File: config.mk
export PLATFORM = sky130hd
export DESIGN_NAME = csfft_ctrl
export DESIGN_NICKNAME = d
export VERILOG_FILES = /design/src/rtl/csfft_pkg.sv /design/src/rtl/csfft_ctrl.sv
export SDC_FILE = /design/constraint.sdc
export NUM_CORES = 1
export LEC_CHECK = 0
export ABC_CLOCK_PERIOD_IN_PS = 5000
export BUFFER_PORTS_ARGS = -buffer_cell sky130_fd_sc_hd__buf_2
export CAP_MARGIN = 20
export CORE_AREA = 3 3 193 101
export DETAILED_ROUTE_END_ITERATION = 8
export DIE_AREA = 0 0 196 104
export PLACE_DENSITY_LB_ADDON = 0.08
export SLEW_MARGIN = 20
export SYNTH_ARGS = -nofsm -noshare
export SYNTH_HDL_FRONTEND = slang
export SYNTH_SLANG_ARGS = --single-unit
File: constraint.sdc
create_clock -name clk -period 5 [get_ports clk]
set_input_delay 0.5 -clock clk [delete_from_list [all_inputs] [get_ports clk]]
set_output_delay 0.5 -clock clk [all_outputs]
set_load 0.01 [all_outputs]
File: src/rtl/csfft_pkg.sv
// ----------------------------------------------------------------------------
// csfft_pkg
// Shared types, codes and constant tables of the centred, scaled complex FFT.
// ----------------------------------------------------------------------------
package csfft_pkg;

    localparam int MAX_LOG2_POINTS_DEF = 10;
    localparam int STORE_WIDTH_DEF     = 32;
    localparam int GUARD_BITS          = 4;
    localparam int L_W                 = 4;
    localparam int CFG_W               = 4;
    localparam int CFG_IDX_W           = 2;
    localparam logic [L_W-1:0] LOG2_RESET = 4'd10;

    localparam longint unsigned TWO_PI_Q30 = 64'd6746518852;

    // 2^64/d rounded up, for the sine and cosine series denominators; exact
    // floor quotients for any dividend below 2^32
    localparam logic [127:0] RECIP_ONE = 128'd1 << 64;
    localparam logic [63:0] SIN_RECIP [8] = '{
        64'((RECIP_ONE + 128'd5) / 128'd6),
        64'((RECIP_ONE + 128'd19) / 128'd20),
        64'((RECIP_ONE + 128'd41) / 128'd42),
        64'((RECIP_ONE + 128'd71) / 128'd72),
        64'((RECIP_ONE + 128'd109) / 128'd110),
        64'((RECIP_ONE + 128'd155) / 128'd156),
        64'((RECIP_ONE + 128'd209) / 128'd210),
        64'((RECIP_ONE + 128'd271) / 128'd272)
    };
    localparam logic [63:0] COS_RECIP [8] = '{
        64'((RECIP_ONE + 128'd1) / 128'd2),
        64'((RECIP_ONE + 128'd11) / 128'd12),
        64'((RECIP_ONE + 128'd29) / 128'd30),
        64'((RECIP_ONE + 128'd55) / 128'd56),
        64'((RECIP_ONE + 128'd89) / 128'd90),
        64'((RECIP_ONE + 128'd131) / 128'd132),
        64'((RECIP_ONE + 128'd181) / 128'd182),
        64'((RECIP_ONE + 128'd239) / 128'd240)
    };

    localparam logic FUNC_LOAD = 1'b0;
    localparam logic FUNC_READ = 1'b1;

    localparam logic [2:0] REV_LAST  = 3'd2;
    localparam logic [2:0] BFLY_LAST = 3'd4;
    localparam logic [2:0] SCALE_LAST = 3'd2;

    typedef enum logic [CFG_IDX_W-1:0] {
        CFG_INVERSE = 2'd0,
        CFG_LOG2    = 2'd1,
        CFG_CENTRE  = 2'd2
    } cfg_index_t;

    typedef enum logic [2:0] {
        ST_IDLE,
        ST_READ,
        ST_REV,
        ST_BFLY,
        ST_SCALE
    } state_t;

    typedef enum logic [2:0] {
        WR_LOAD,
        WR_SWAP_B,
        WR_SWAP_A,
        WR_DIFF,
        WR_SUM,
        WR_SCALE
    } wr_sel_t;

    typedef struct packed {
        logic                func;
        logic signed [15:0]  sample_re;
        logic signed [15:0]  sample_im;
    } item_t;

    typedef struct packed {
        logic signed [15:0]  out_re;
        logic signed [15:0]  out_im;
        logic                last;
        logic                saturated;
        logic                status;
    } result_t;

    typedef struct packed {
        logic    wr_en;
        wr_sel_t wr_sel;
        logic    neg;
        logic    t_en;
        logic    out_take;
        logic    out_empty;
        logic    last;
    } dp_cmd_t;

    // round(32768 / sqrt(2^L)), 1.0 clipped
    localparam logic [15:0] INV_SQRT_Q15 [16] = '{
        16'd32767, 16'd23170, 16'd16384, 16'd11585, 16'd8192, 16'd5793, 16'd4096,
        16'd2896, 16'd2048, 16'd1448, 16'd1024, 16'd724, 16'd512, 16'd362,
        16'd256, 16'd181
    };

    function automatic logic [15:0] q15_of_q30(input longint v);
        longint t;
        t = (v < 0) ? 64'sd0 : v;
        t = (t + 64'sd16384) >>> 15;
        if (t > 64'sd32767)
        begin
            t = 64'sd32767;
        end
        return 16'(t);
    endfunction

    // {cos, sin} of twiddle k in a table of 2^max_log points, Q1.15
    function automatic logic [31:0] twiddle_entry(input int unsigned k,
                                                  input int unsigned max_log);
        int unsigned       quarter;
        int unsigned       q;
        int unsigned       r;
        longint unsigned   x;
        longint unsigned   x2;
        longint unsigned   t;
        longint            ss;
        longint            cc;
        logic [15:0]       s0;
        logic [15:0]       c0;
        quarter = 32'd1 << (max_log - 2);
        q  = k >> (max_log - 2);
        r  = k & (quarter - 1);
        x  = (longint'(r) * TWO_PI_Q30) >> max_log;
        x2 = (x * x) >> 30;
        t  = x;
        ss = longint'(x);
        for (int kk = 1; kk <= 8; kk++)
        begin
            t = 64'((128'((t * x2) >> 30) * 128'(SIN_RECIP[kk - 1])) >> 64);
            if ((kk & 1) == 1)
            begin
                ss = ss - longint'(t);
            end
            else
            begin
                ss = ss + longint'(t);
            end
        end
        t  = 64'd1 << 30;
        cc = longint'(t);
        for (int kk = 1; kk <= 8; kk++)
        begin
            t = 64'((128'((t * x2) >> 30) * 128'(COS_RECIP[kk - 1])) >> 64);
            if ((kk & 1) == 1)
            begin
                cc = cc - longint'(t);
            end
            else
            begin
                cc = cc + longint'(t);
            end
        end
        s0 = q15_of_q30(ss);
        c0 = q15_of_q30(cc);
        if (q == 0)
        begin
            return {c0, s0};
        end
        return {16'd0 - s0, c0};
    endfunction

endpackage

File: src/rtl/csfft_ctrl.sv
// ----------------------------------------------------------------------------
// csfft_ctrl
// Sequencer: load and read counters, bit-reversal, butterfly and scaling passes.
// ----------------------------------------------------------------------------
module csfft_ctrl
    import csfft_pkg::*;
#(
    parameter int MAX_LOG2_POINTS = MAX_LOG2_POINTS_DEF
)
(
    input  logic                         clk,
    input  logic                         rst_n,
    input  logic                         start,
    input  logic                         func,
    input  logic [L_W-1:0]               log2_points,
    input  logic                         centre_enable,
    output logic                         busy,
    output dp_cmd_t                      cmd,
    output logic [MAX_LOG2_POINTS-1:0]   addr_a,
    output logic [MAX_LOG2_POINTS-1:0]   addr_b,
    output logic [MAX_LOG2_POINTS-1:0]   wr_addr,
    output logic [MAX_LOG2_POINTS-2:0]   tw_addr,
    output logic [L_W-1:0]               scale_l
);

    localparam int AW = MAX_LOG2_POINTS;

    state_t              state_reg, state_next;
    logic [2:0]          step_reg, step_next;
    logic [AW-1:0]       idx_reg, idx_next;
    logic [L_W-1:0]      stage_reg, stage_next;
    logic [L_W-1:0]      l_reg, l_next;
    logic                ready_reg, ready_next;
    logic [AW:0]         load_cnt_reg, load_cnt_next;
    logic [AW:0]         read_cnt_reg, read_cnt_next;

    logic [L_W-1:0]      l_live;
    logic [AW:0]         n_live, n_reg;
    logic                accept;
    logic [AW-1:0]       idx_last, bf_last;
    logic [AW-1:0]       rev_full, rev_idx;
    logic [AW-1:0]       low_mask, bf_i, bf_j;

    always_comb
    begin
        if (log2_points == '0)
        begin
            l_live = L_W'(1);
        end
        else if (log2_points > L_W'(AW))
        begin
            l_live = L_W'(AW);
        end
        else
        begin
            l_live = log2_points;
        end
    end

    assign n_live   = (AW+1)'(1) << l_live;
    assign n_reg    = (AW+1)'(1) << l_reg;
    assign idx_last = AW'(n_reg - (AW+1)'(1));
    assign bf_last  = AW'((n_reg >> 1) - (AW+1)'(1));
    assign busy     = (state_reg != ST_IDLE);
    assign accept   = start && !busy;
    assign scale_l  = l_reg;

    always_comb
    begin
        for (int b = 0; b < AW; b++)
        begin
            rev_full[b] = idx_reg[AW-1-b];
        end
    end

    assign rev_idx  = rev_full >> (L_W'(AW) - l_reg);
    assign low_mask = (AW'(1) << stage_reg) - AW'(1);
    assign bf_i     = ((idx_reg & ~low_mask) << 1) | (idx_reg & low_mask);
    assign bf_j     = bf_i | (AW'(1) << stage_reg);

    always_ff @(posedge clk or negedge rst_n)
    begin
        if (!rst_n)
        begin
            state_reg    <= ST_IDLE;
            step_reg     <= '0;
            idx_reg      <= '0;
            stage_reg    <= '0;
            l_reg        <= L_W'(1);
            ready_reg    <= 1'b0;
            load_cnt_reg <= '0;
            read_cnt_reg <= '0;
        end
        else
        begin
            state_reg    <= state_next;
            step_reg     <= step_next;
            idx_reg      <= idx_next;
            stage_reg    <= stage_next;
            l_reg        <= l_next;
            ready_reg    <= ready_next;
            load_cnt_reg <= load_cnt_next;
            read_cnt_reg <= read_cnt_next;
        end
    end

    always_comb
    begin
        state_next    = state_reg;
        step_next     = step_reg;
        idx_next      = idx_reg;
        stage_next    = stage_reg;
        l_next        = l_reg;
        ready_next    = ready_reg;
        load_cnt_next = load_cnt_reg;
        read_cnt_next = read_cnt_reg;
        cmd           = '0;
        addr_a        = idx_reg;
        addr_b        = idx_reg;
        wr_addr       = idx_reg;
        tw_addr       = (AW-1)'((idx_reg & low_mask) << (L_W'(AW - 1) - stage_reg));

        unique case (state_reg)
            ST_IDLE:
            begin
                addr_a  = read_cnt_reg[AW-1:0];
                wr_addr = load_cnt_reg[AW-1:0];
                if (accept && (func == FUNC_LOAD))
                begin
                    cmd.wr_en     = 1'b1;
                    cmd.wr_sel    = WR_LOAD;
                    ready_next    = 1'b0;
                    read_cnt_next = '0;
                    if ((load_cnt_reg + (AW+1)'(1)) >= n_live)
                    begin
                        load_cnt_next = '0;
                        l_next        = l_live;
                        state_next    = ST_REV;
                        idx_next      = '0;
                        step_next     = '0;
                    end
                    else
                    begin
                        load_cnt_next = load_cnt_reg + (AW+1)'(1);
                    end
                end
                else if (accept && ready_reg)
                begin
                    state_next = ST_READ;
                end
                else if (accept)
                begin
                    cmd.out_empty = 1'b1;
                end
            end
            ST_READ:
            begin
                addr_a       = read_cnt_reg[AW-1:0];
                cmd.out_take = 1'b1;
                cmd.last     = (read_cnt_reg + (AW+1)'(1)) >= n_live;
                state_next   = ST_IDLE;
                if (cmd.last)
                begin
                    ready_next    = 1'b0;
                    read_cnt_next = '0;
                end
                else
                begin
                    read_cnt_next = read_cnt_reg + (AW+1)'(1);
                end
            end
            ST_REV:
            begin
                addr_b = rev_idx;
                // each pair is swapped once, from its lower index
                if (step_reg == 3'd1)
                begin
                    cmd.wr_en  = (rev_idx >= idx_reg);
                    cmd.wr_sel = WR_SWAP_B;
                    cmd.neg    = centre_enable & rev_idx[0];
                    wr_addr    = idx_reg;
                end
                else if (step_reg == REV_LAST)
                begin
                    cmd.wr_en  = (rev_idx > idx_reg);
                    cmd.wr_sel = WR_SWAP_A;
                    cmd.neg    = centre_enable & idx_reg[0];
                    wr_addr    = rev_idx;
                end
                if (step_reg == REV_LAST)
                begin
                    step_next = '0;
                    if (idx_reg == idx_last)
                    begin
                        idx_next   = '0;
                        stage_next = '0;
                        state_next = ST_BFLY;
                    end
                    else
                    begin
                        idx_next = idx_reg + AW'(1);
                    end
                end
                else
                begin
                    step_next = step_reg + 3'd1;
                end
            end
            ST_BFLY:
            begin
                addr_a = bf_i;
                addr_b = bf_j;
                if (step_reg == 3'd2)
                begin
                    cmd.t_en = 1'b1;
                end
                else if (step_reg == 3'd3)
                begin
                    cmd.wr_en  = 1'b1;
                    cmd.wr_sel = WR_DIFF;
                    wr_addr    = bf_j;
                end
                else if (step_reg == BFLY_LAST)
                begin
                    cmd.wr_en  = 1'b1;
                    cmd.wr_sel = WR_SUM;
                    wr_addr    = bf_i;
                end
                if (step_reg == BFLY_LAST)
                begin
                    step_next = '0;
                    if (idx_reg == bf_last)
                    begin
                        idx_next = '0;
                        if (stage_reg == (l_reg - L_W'(1)))
                        begin
                            state_next = ST_SCALE;
                        end
                        else
                        begin
                            stage_next = stage_reg + L_W'(1);
                        end
                    end
                    else
                    begin
                        idx_next = idx_reg + AW'(1);
                    end
                end
                else
                begin
                    step_next = step_reg + 3'd1;
                end
            end
            ST_SCALE:
            begin
                if (step_reg == SCALE_LAST)
                begin
                    cmd.wr_en  = 1'b1;
                    cmd.wr_sel = WR_SCALE;
                    cmd.neg    = centre_enable & idx_reg[0];
                    step_next  = '0;
                    if (idx_reg == idx_last)
                    begin
                        idx_next      = '0;
                        ready_next    = 1'b1;
                        read_cnt_next = '0;
                        state_next    = ST_IDLE;
                    end
                    else
                    begin
                        idx_next = idx_reg + AW'(1);
                    end
                end
                else
                begin
                    step_next = step_reg + 3'd1;
                end
            end
            default:
            begin
                state_next = ST_IDLE;
            end
        endcase
    end

endmodule

**Word level (Yosys, flattened, before mapping)**

Index checks and enable logic that the tools add are counted.

- Register bits: 47
- Word-level logic and storage cells: 149

- Add/subtract/negate cells: 11
- Order comparisons: 5
- Eq/ne operators: 25
- Shift-type cells: 5
- Muxes and demuxes: 67
- Bitwise operators: 8
- Reductions and logical operators: 20

Operator list:

| cell | number |
|---|---|
| $mux 10 | 11 |
| $pmux 10 s3 | 2 |
| $mux 11 | 5 |
| $mux 4 | 11 |
| $mux 3 | 14 |
| $pmux 10 s2 | 2 |
| $pmux 11 s3 | 1 |
| $add 11x1->11 const B | 2 |
| $ge 11x11->1 | 2 |
| $ne 2x2->1 const B | 11 |
| $shl 1x4->11 const A | 2 |
| $eq 10x10->1 | 2 |
| $or 10x10->10 | 2 |
| $sub 10x1->10 const B | 2 |
| $pmux 4 s4 | 1 |
| $mux 5 | 3 |
| $eq 3x2->1 const B | 4 |
| $mux 1 | 12 |
| $pmux 3 s4 | 1 |
| $add 10x1->10 const B | 1 |
| $and 10x10->10 | 1 |
| $ge 10x10->1 | 1 |
| $gt 10x10->1 | 1 |
| $reduce_and 5->1 | 2 |
| 34 further kinds | 45 |

**Logic depth before layout (Yosys ltp)**

Gate-level depths: netlist of the first run.

- Depth after elaboration: 9
- Mapped depth: 16

**Worst setup path before layout of the first run**

OpenSTA, ideal clock, no wires.

- Kind: flip-flop to output port
- Start point: reg l_reg[0] (netlist: scale_l[0])
- End point: out cmd[8] (netlist bit)
- Arrival time: 3.635 ns
- Required time: 4.500 ns
- Slack: 0.865 ns
- Cell stages (with the launch flop): 16
- Path through: dfstp_2 > clkinv_1 > ha_1 > clkbuf_1 > mux4_2 > nand2_1 > a21oi_1 > a31oi_1 > ha_1 > nand2b_1 > a21oi_1 > nor2_1 > nor2_1 > a21oi_1 > o311ai_0 > o2111ai_1

RTL lines:

| element | RTL line | source |
|---|---|---|
| start: declaration | csfft_ctrl.sv:32 | `logic [L_W-1:0] l_reg, l_next;` |
| start signal: assignment | csfft_ctrl.sv:100 | `l_reg <= l_next;` |
| end: declaration | csfft_ctrl.sv:18 | `output dp_cmd_t cmd,` |

**Worst setup path after layout of the first run**

- Start point: reg stage_reg[1]
- End point: out addr_a[7]

- Longest elaborated chain between the ends: 6
- Elaborated cells between the ends (all ways): 7

RTL lines:

| element | RTL line | source |
|---|---|---|
| start: declaration | csfft_ctrl.sv:31 | `logic [L_W-1:0] stage_reg, stage_next;` |
| start signal: assignment | csfft_ctrl.sv:99 | `stage_reg <= stage_next;` |
| $shl 1x4->10 * | csfft_ctrl.sv:77 | `assign low_mask = (AW'(1) << stage_reg) - AW'(1);` |
| $sub 10x2->10 * | csfft_ctrl.sv:77 |  |
| $not 9->9 | csfft_ctrl.sv:78 | `assign bf_i = ((idx_reg & ~low_mask) << 1) \| (idx_reg & low_mask);` |
| $and 9x9->9 | csfft_ctrl.sv:78 |  |
| $or 10x10->10 * | csfft_ctrl.sv:78 |  |
| $pmux 10 s2 * | csfft_ctrl.sv:123 | `unique case (state_reg)` |
| end: declaration | csfft_ctrl.sv:19 | `output logic [MAX_LOG2_POINTS-1:0] addr_a,` |

Every way passes the cells marked *; elsewhere a longest branch is shown, timed or not.

==> metrics.csv, run 1 <==
stage;metric;value;unit
synth;synth_warnings;0;
routing;drt_pre_antenna_iters;6;
floorplan;fp-row-count;35;
synth;synthTopCellsByCount;125 x sky130_fd_sc_hd__nand2_1, 87 x sky130_fd_sc_hd__o21ai_0, 68 x sky130_fd_sc_hd__nor2_1;
routing;drt_drc_violations_left;0;
floorplan;die_h;104;um
global_routing;grt_overflow_total;0;
pwr;peak_supply_drop;0.345;mV
sta;fin_worst_skew;9.68;ps
global_routing;globalRoute.busiestLayer;met1;
clock_tree;cts_htree_levels;2;
global_routing;grt.met2_usage;31.4;%
status;run_status;finished, final reports clean;
sta;period_share;96.6;%
synth;synth.area.top_cells;sky130_fd_sc_hd__dfrtp_1 17%, sky130_fd_sc_hd__ha_1 11%, sky130_fd_sc_hd__nand2_1 6.9%;
final_layout;fillerInstances;1912;
synth;synth.top_cell.area_share;17.0;%
pwr;finalPower;5.14;mW
critical_path;critical_path.top_delay_family;compound AO/OA/AOI/OAI gates;
global_routing;grt_use_total;27.9;%
place;hpwl;22700;um
floorplan;design.portCount;62;
sta;grt_setup_unrepaired;no;
pwr;leakagePower;3.30;nW
critical_path;worstPathCellList;clkinv_1 -> ha_1 -> nand2b_1 -> nor2_1 -> inv_1 -> ha_1 -> and2_1 -> a22o_1 -> o21ai_0 -> o22a_1 -> o22a_1 -> buf_2;
final_layout;finish.utilization;41.6;%
synth;synthesis.area;6760;um2
global_routing;grt_pass1_vias;6634;
synth;post-synth-top-count-cell;sky130_fd_sc_hd__nand2_1;
critical_path;critPathLaunchType;register;
final_layout;fin_nets;1045;
critical_path;count_of_buffer_and_inverter_cells_on_the_critical_path;3;
final_layout;layout.area.seq;1180;um2
sta;tightest_slew;1120;ps
critical_path;worstRegToRegCells;14;
synth;synth.yosys.seq_area_share;17.4;%
routing;post_drt_via_cell_ratio;6.11;
synth;synth_top_area_cell;sky130_fd_sc_hd__dfrtp_1;
place;finalWeightedCongestion;0.947;
critical_path;critical_path_start_end_classification;register to output port;
critical_path;cp_data_arrival_time;4330;ps
critical_path;timing.critical_path.slowest_cell_delay;870;ps
clock_tree;cts_hold_repair.buffers;0;
global_routing;grt_first_pass_wirelength;43400;um
clock_tree;cts_root_buf;sky130_fd_sc_hd__clkbuf_16;
global_routing;met1_usage;48.4;%
routing;number_of_violations_reported_at_the_end_of_detailed_routing_iteration_0;1030;
floorplan;initial_utilization;37.4;%
flow_run;max-cap-violations;0;
clock_tree;path_clk_slew;80;ps
place;place.port_buffers;61;
global_routing;largest_net_degree_at_the_start_of_global_routing;48;
synth;fraction_of_registers_with_async_set_or_reset_after_synthesis;100;%
sta;timing.slew.headroom;24.7;%
clock_tree;post_cts_resize_count;0;
critical_path;timing.critical_path.to_type;output port;
clock_tree;clock_buffer_count_from_cts;5;
sta;setup_tns;0;ps
final_layout;insertedDiodeCount;0;
sta;layout_min_cycle_time;4830;ps
synth;post_synth_num_cell_types;75;
sta;hold_viol_final;0;
floorplan;die_span_x;196;um
global_routing;grt_antenna_before_repair;0;
clock_tree;clkLatencyLatePin;320;ps
critical_path;critical-path-slowest-cell;sky130_fd_sc_hd__o21ai_0;
pwr;power.density;684;nW/um2
routing;drt-total-wl;28600;um
clock_tree;clock_sink_count;47;
synth;synth_area_per_cell;7.19;um2
global_routing;met3_usage;8.71;%
clock_tree;cts_tree;built;
critical_path;required;4500;ps
critical_path;flop2flop_setup_slack;950;ps
sta;finish_stage_setup_viols;0;
critical_path;cp.depth;12;
floorplan;core_region_area;18000;um2
sta;maxSlewViolCount;0;
synth;postSynth.topFlopCell;sky130_fd_sc_hd__dfrtp_1;
critical_path;path_max_fanout;15;
clock_tree;cts_setup_buffers;0;
synth;netlist_instances;940;
floorplan;design.die.area;20400;um2
routing;route.detailed.wl_per_inst;23.5;um
final_layout;final_layout_size_suffix_gt1_share;14.1;%
sta;timing.fmax;207;MHz
routing;dr_total_vias;7437;
synth;yosys_register_bits;47;
final_layout;layout_overhead_on_the_synthesized_area;11.1;%
synth;synth_edf_count;0;
hold_path;timing.hold.worst.class;primary input to async pin;
final_layout;area_of_combinational_cells_with_multiple_inputs;5160;um2
routing;detail-route-antenna-nets;0;
clock_tree;cts.path.max_buffers;2;
==> final timing paths <==
check | endpoint | startpoint
max | addr_a[7] | stage_reg[1]
min | read_cnt_reg[10] | rst_n
max reg2reg | stage_reg[2] | scale_l[0]
min reg2reg | load_cnt_reg[10] | load_cnt_reg[10]
max in group asynchronous | load_cnt_reg[4] | rst_n
min in group clk | load_cnt_reg[10] | load_cnt_reg[10]
==> power by group <==
| part | internal (mW) | switching [mW] | total, mW | leakage, nW |
|---|---|---|---|---|
| Combinational | 1.46 | 2.55 | 4.02 | 2.60 |
| Clock | 0.235 | 0.174 | 0.409 | 0.0769 |
| Sequential | 0.474 | 0.237 | 0.711 | 0.625 |
| Total | 2.17 | 2.97 | 5.14 | 3.30 |
==> per-stage QoR <==
step	setup slack, ps	cells	hold WS, ps	area, um2
after floorplan	865	941	204	6760
after global placement	701	1211	509	7350
after detailed placement	631	1211	493	7350
after CTS	265	1218	336	7510
after global routing	18.8	1218	357	7510
final	171	1218	309	7510
==> layout make-up <==
type	instances	share of cell area (%)
inverter	39	1.95
multi-input combinational	789	68.7
tap	240	4.00
timing repair buffer	96	7.57
sequential	47	15.7
clock inverter	1	0.400
clock buffer	6	1.72
==> routing by layer <==
layer,wire [um],share of wire (%)
met3,3570,12
met1,15200,53
met4,314,1.1
met5,68,0.24
met2,9470,33
==> cell families (layout without fill, tap and decap cells) <==
group	after synthesis	count (layout)	synth area share (%)
adders and majority gates	58	58	10.7
xor gates and xnor gates	51	51	6.61
AOI/OAI and AO/OA	300	300	28.9
muxes	24	24	4.28
and+or+nand+nor	354	354	25.6
buffers and inverters	105	142	6.30
DFF	47	47	17.4
other	1	2	0.0555
==> cells in the final DEF, fill, tap and decap left out, drive strengths merged, types with 13 or more instances in the layout <==
master  instances
a21oi          64
a31oi          15
buf            96
dfrtp          46
ha             58
inv            35
mux2i          15
nand2         125
nand2b         19
nand3          32
nor2           70
nor2b          20
nor3           27
o211ai         15
o21ai          93
xnor2          38
xor2           13
(Power assumes the default switching activity.)
==> inputs of run 2 (changes only) <==
Settings changed: ABC_CLOCK_PERIOD_IN_PS 5000 to 5600.
Clock period 5 ns to 5.6 ns, I/O delays scaled along.
==> metrics.csv, run 2 (synthesis results as in run 1) <==
stage;metric;value;unit
status;run_status;finished, final reports clean;
global_routing;grt_use_total;27.1;%
sta;timing.fmax;191;MHz
routing;route.detailed.wl_per_inst;23.4;um
final_layout;layout_overhead_on_the_synthesized_area;9.91;%
critical_path;critPathLaunchType;register;
sta;setup_tns;0;ps
routing;drt_drc_violations_left;0;
routing;post_drt_via_cell_ratio;6.10;
sta;grt_setup_unrepaired;no;
sta;hold_viol_final;0;
clock_tree;cts_setup_buffers;0;
place;finalWeightedCongestion;0.951;
global_routing;grt_antenna_before_repair;0;
pwr;power.density;599;nW/um2
critical_path;timing.critical_path.to_type;output port;
place;hpwl;22000;um
clock_tree;cts_root_buf;sky130_fd_sc_hd__clkbuf_16;
global_routing;largest_net_degree_at_the_start_of_global_routing;48;
pwr;leakagePower;3.24;nW
clock_tree;post_cts_resize_count;0;
clock_tree;clock_buffer_count_from_cts;5;
critical_path;worstRegToRegCells;14;
pwr;pwr-share-comb;79.3;%
routing;drt-total-wl;28300;um
flow_run;max-cap-violations;0;
global_routing;grt_first_pass_wirelength;42600;um
pwr;clkPwrFrac;7.2;%
final_layout;final_common_cell;sky130_fd_sc_hd__nand2_1;
clock_tree;cts_hold_repair.buffers;0;
final_layout;most-common-layout-cells;125 x sky130_fd_sc_hd__nand2_1, 87 x sky130_fd_sc_hd__o21ai_0, 68 x sky130_fd_sc_hd__nor2_1;
sta;layout_min_cycle_time;5240;ps
floorplan;design.die.area;20400;um2
clock_tree;cts_tree;built;
critical_path;critical_path_start_end_classification;register to output port;
clock_tree;cts_htree_levels;2;
clock_tree;path_clk_slew;70;ps
floorplan;design.portCount;62;
sta;tightest_slew;922;ps
pwr;switching_share;58.6;%
routing;drt_pre_antenna_iters;5;
floorplan;fp-row-count;35;
pwr;net_switching_power;2.61;mW
floorplan;die_span_x;196;um
routing;detail-route-antenna-nets;0;
clock_tree;clock_sink_count;47;
sta;timing.slew.headroom;38.3;%
pwr;peak_supply_drop;0.308;mV
floorplan;initial_utilization;37.4;%
critical_path;required;5040;ps
routing;dr_total_vias;7391;
pwr;internal_power;1.84;mW
clock_tree;cts.path.max_buffers;2;
pwr;power.share.sequential;13.5;%
sta;fin_worst_skew;12.9;ps
clock_tree;clkLatencyLatePin;310;ps
hold_path;timing.hold.worst.class;primary input to async pin;
sta;period_share;93.5;%
global_routing;grt_overflow_total;0;
place;place.port_buffers;61;
sta;finish_stage_setup_viols;0;
routing;number_of_violations_reported_at_the_end_of_detailed_routing_iteration_0;1119;
critical_path;flop2flop_setup_slack;1530;ps
global_routing;grt_pass1_vias;6462;
sta;timing.hold.ws;369;ps
floorplan;core_region_area;18000;um2
critical_path;critical_path.reg2reg.endpoint;stage_reg[2];
critical_path;cp_data_arrival_time;4680;ps
floorplan;die_h;104;um
final_layout;final_layout_size_suffix_gt1_share;13.4;%
sta;maxSlewViolCount;0;
critical_path;reg2reg_from;scale_l[0];
critical_path;path_max_fanout;11;
final_layout;fin_nets;1036;
-- run 2: cell count changes in the layout (fill, tap and decap cells not counted), sizes merged --
cell	previous run	this run
buf	96	87
bufinv	1	0
clkinvlp	0	1
diode	0	1
clkinv	4	5
-- run 2: final cells by class --
cell class	count	area [um2]
clock inverter	2	12.5
antenna	1	2.50
timing repair buffer	87	500
inverter	39	146
fill	1920	10600
sequential	47	1180
clock buffer	6	129
tap	240	300
multi-input combinational	789	5160
-- run 2: power groups by stage --
stage	Sequential (mW)	Combinational [mW]	Clock, mW
after floorplan	0.509	2.38	0
after global placement	0.596	3.43	0
after detailed placement	0.594	3.39	0
after CTS	0.589	3.41	0.334
after global routing	0.613	3.80	0.345
final	0.599	3.53	0.320
-- run 2: worst max-delay path by stage --
stage | from | endpoint | slack (ps) | depth (start not counted)
6_report | scale_l[0] | cmd[8] | 360 | 16
5_1_grt | stage_reg[0] | addr_a[8] | 190 | 14
4_1_cts | scale_l[0] | cmd[8] | 510 | 16
3_5_place_dp | scale_l[0] | cmd[8] | 880 | 16
3_3_place_gp | scale_l[0] | cmd[8] | 920 | 16
2_1_floorplan | scale_l[0] | cmd[8] | 1410 | 15
-- run 2: through the flow --
stage / total power, mW / cell area, um2 / instances / util (%) / setup slack (ps)
6_report: 4.45 / 7430 / 1211 / 41.2 / 363
5_1_grt: 4.76 / 7420 / 1210 / 41.1 / 194
4_1_cts: 4.34 / 7420 / 1210 / 41.1 / 512
3_5_place_dp: 3.99 / 7280 / 1202 / 40.4 / 879
3_3_place_gp: 4.03 / 7280 / 1202 / 40.4 / 919
2_1_floorplan: 2.89 / 6760 / 941 / - / 1410
-- run 2: critical path, cell delays in order, from the launching register on --
cell,delay (ps)
sky130_fd_sc_hd__dfstp_2,530
sky130_fd_sc_hd__clkinv_1,50
sky130_fd_sc_hd__buf_4,170
sky130_fd_sc_hd__ha_1,420
sky130_fd_sc_hd__mux4_2,540
sky130_fd_sc_hd__nand2_1,80
sky130_fd_sc_hd__a21oi_1,70
sky130_fd_sc_hd__a31oi_1,470
sky130_fd_sc_hd__ha_1,350
sky130_fd_sc_hd__nand2b_1,150
sky130_fd_sc_hd__a21oi_1,170
sky130_fd_sc_hd__nor2_1,60
sky130_fd_sc_hd__nor2_1,80
sky130_fd_sc_hd__a21oi_1,70
sky130_fd_sc_hd__o311ai_0,680
sky130_fd_sc_hd__o2111ai_1,240
sky130_fd_sc_hd__buf_2,210
-- run 2: metal layers --
| metal | track usage (%) | wire length [um] | vias up |
|---|---|---|---|
| met5 | 0 | 0 | - |
| met4 | 2.75 | 170 | 0 |
| met3 | 11.1 | 3850 | 19 |
| met2 | 30.3 | 9520 | 452 |
| met1 | 46.1 | 14800 | 3456 |
| li1 | - | - | 3464 |
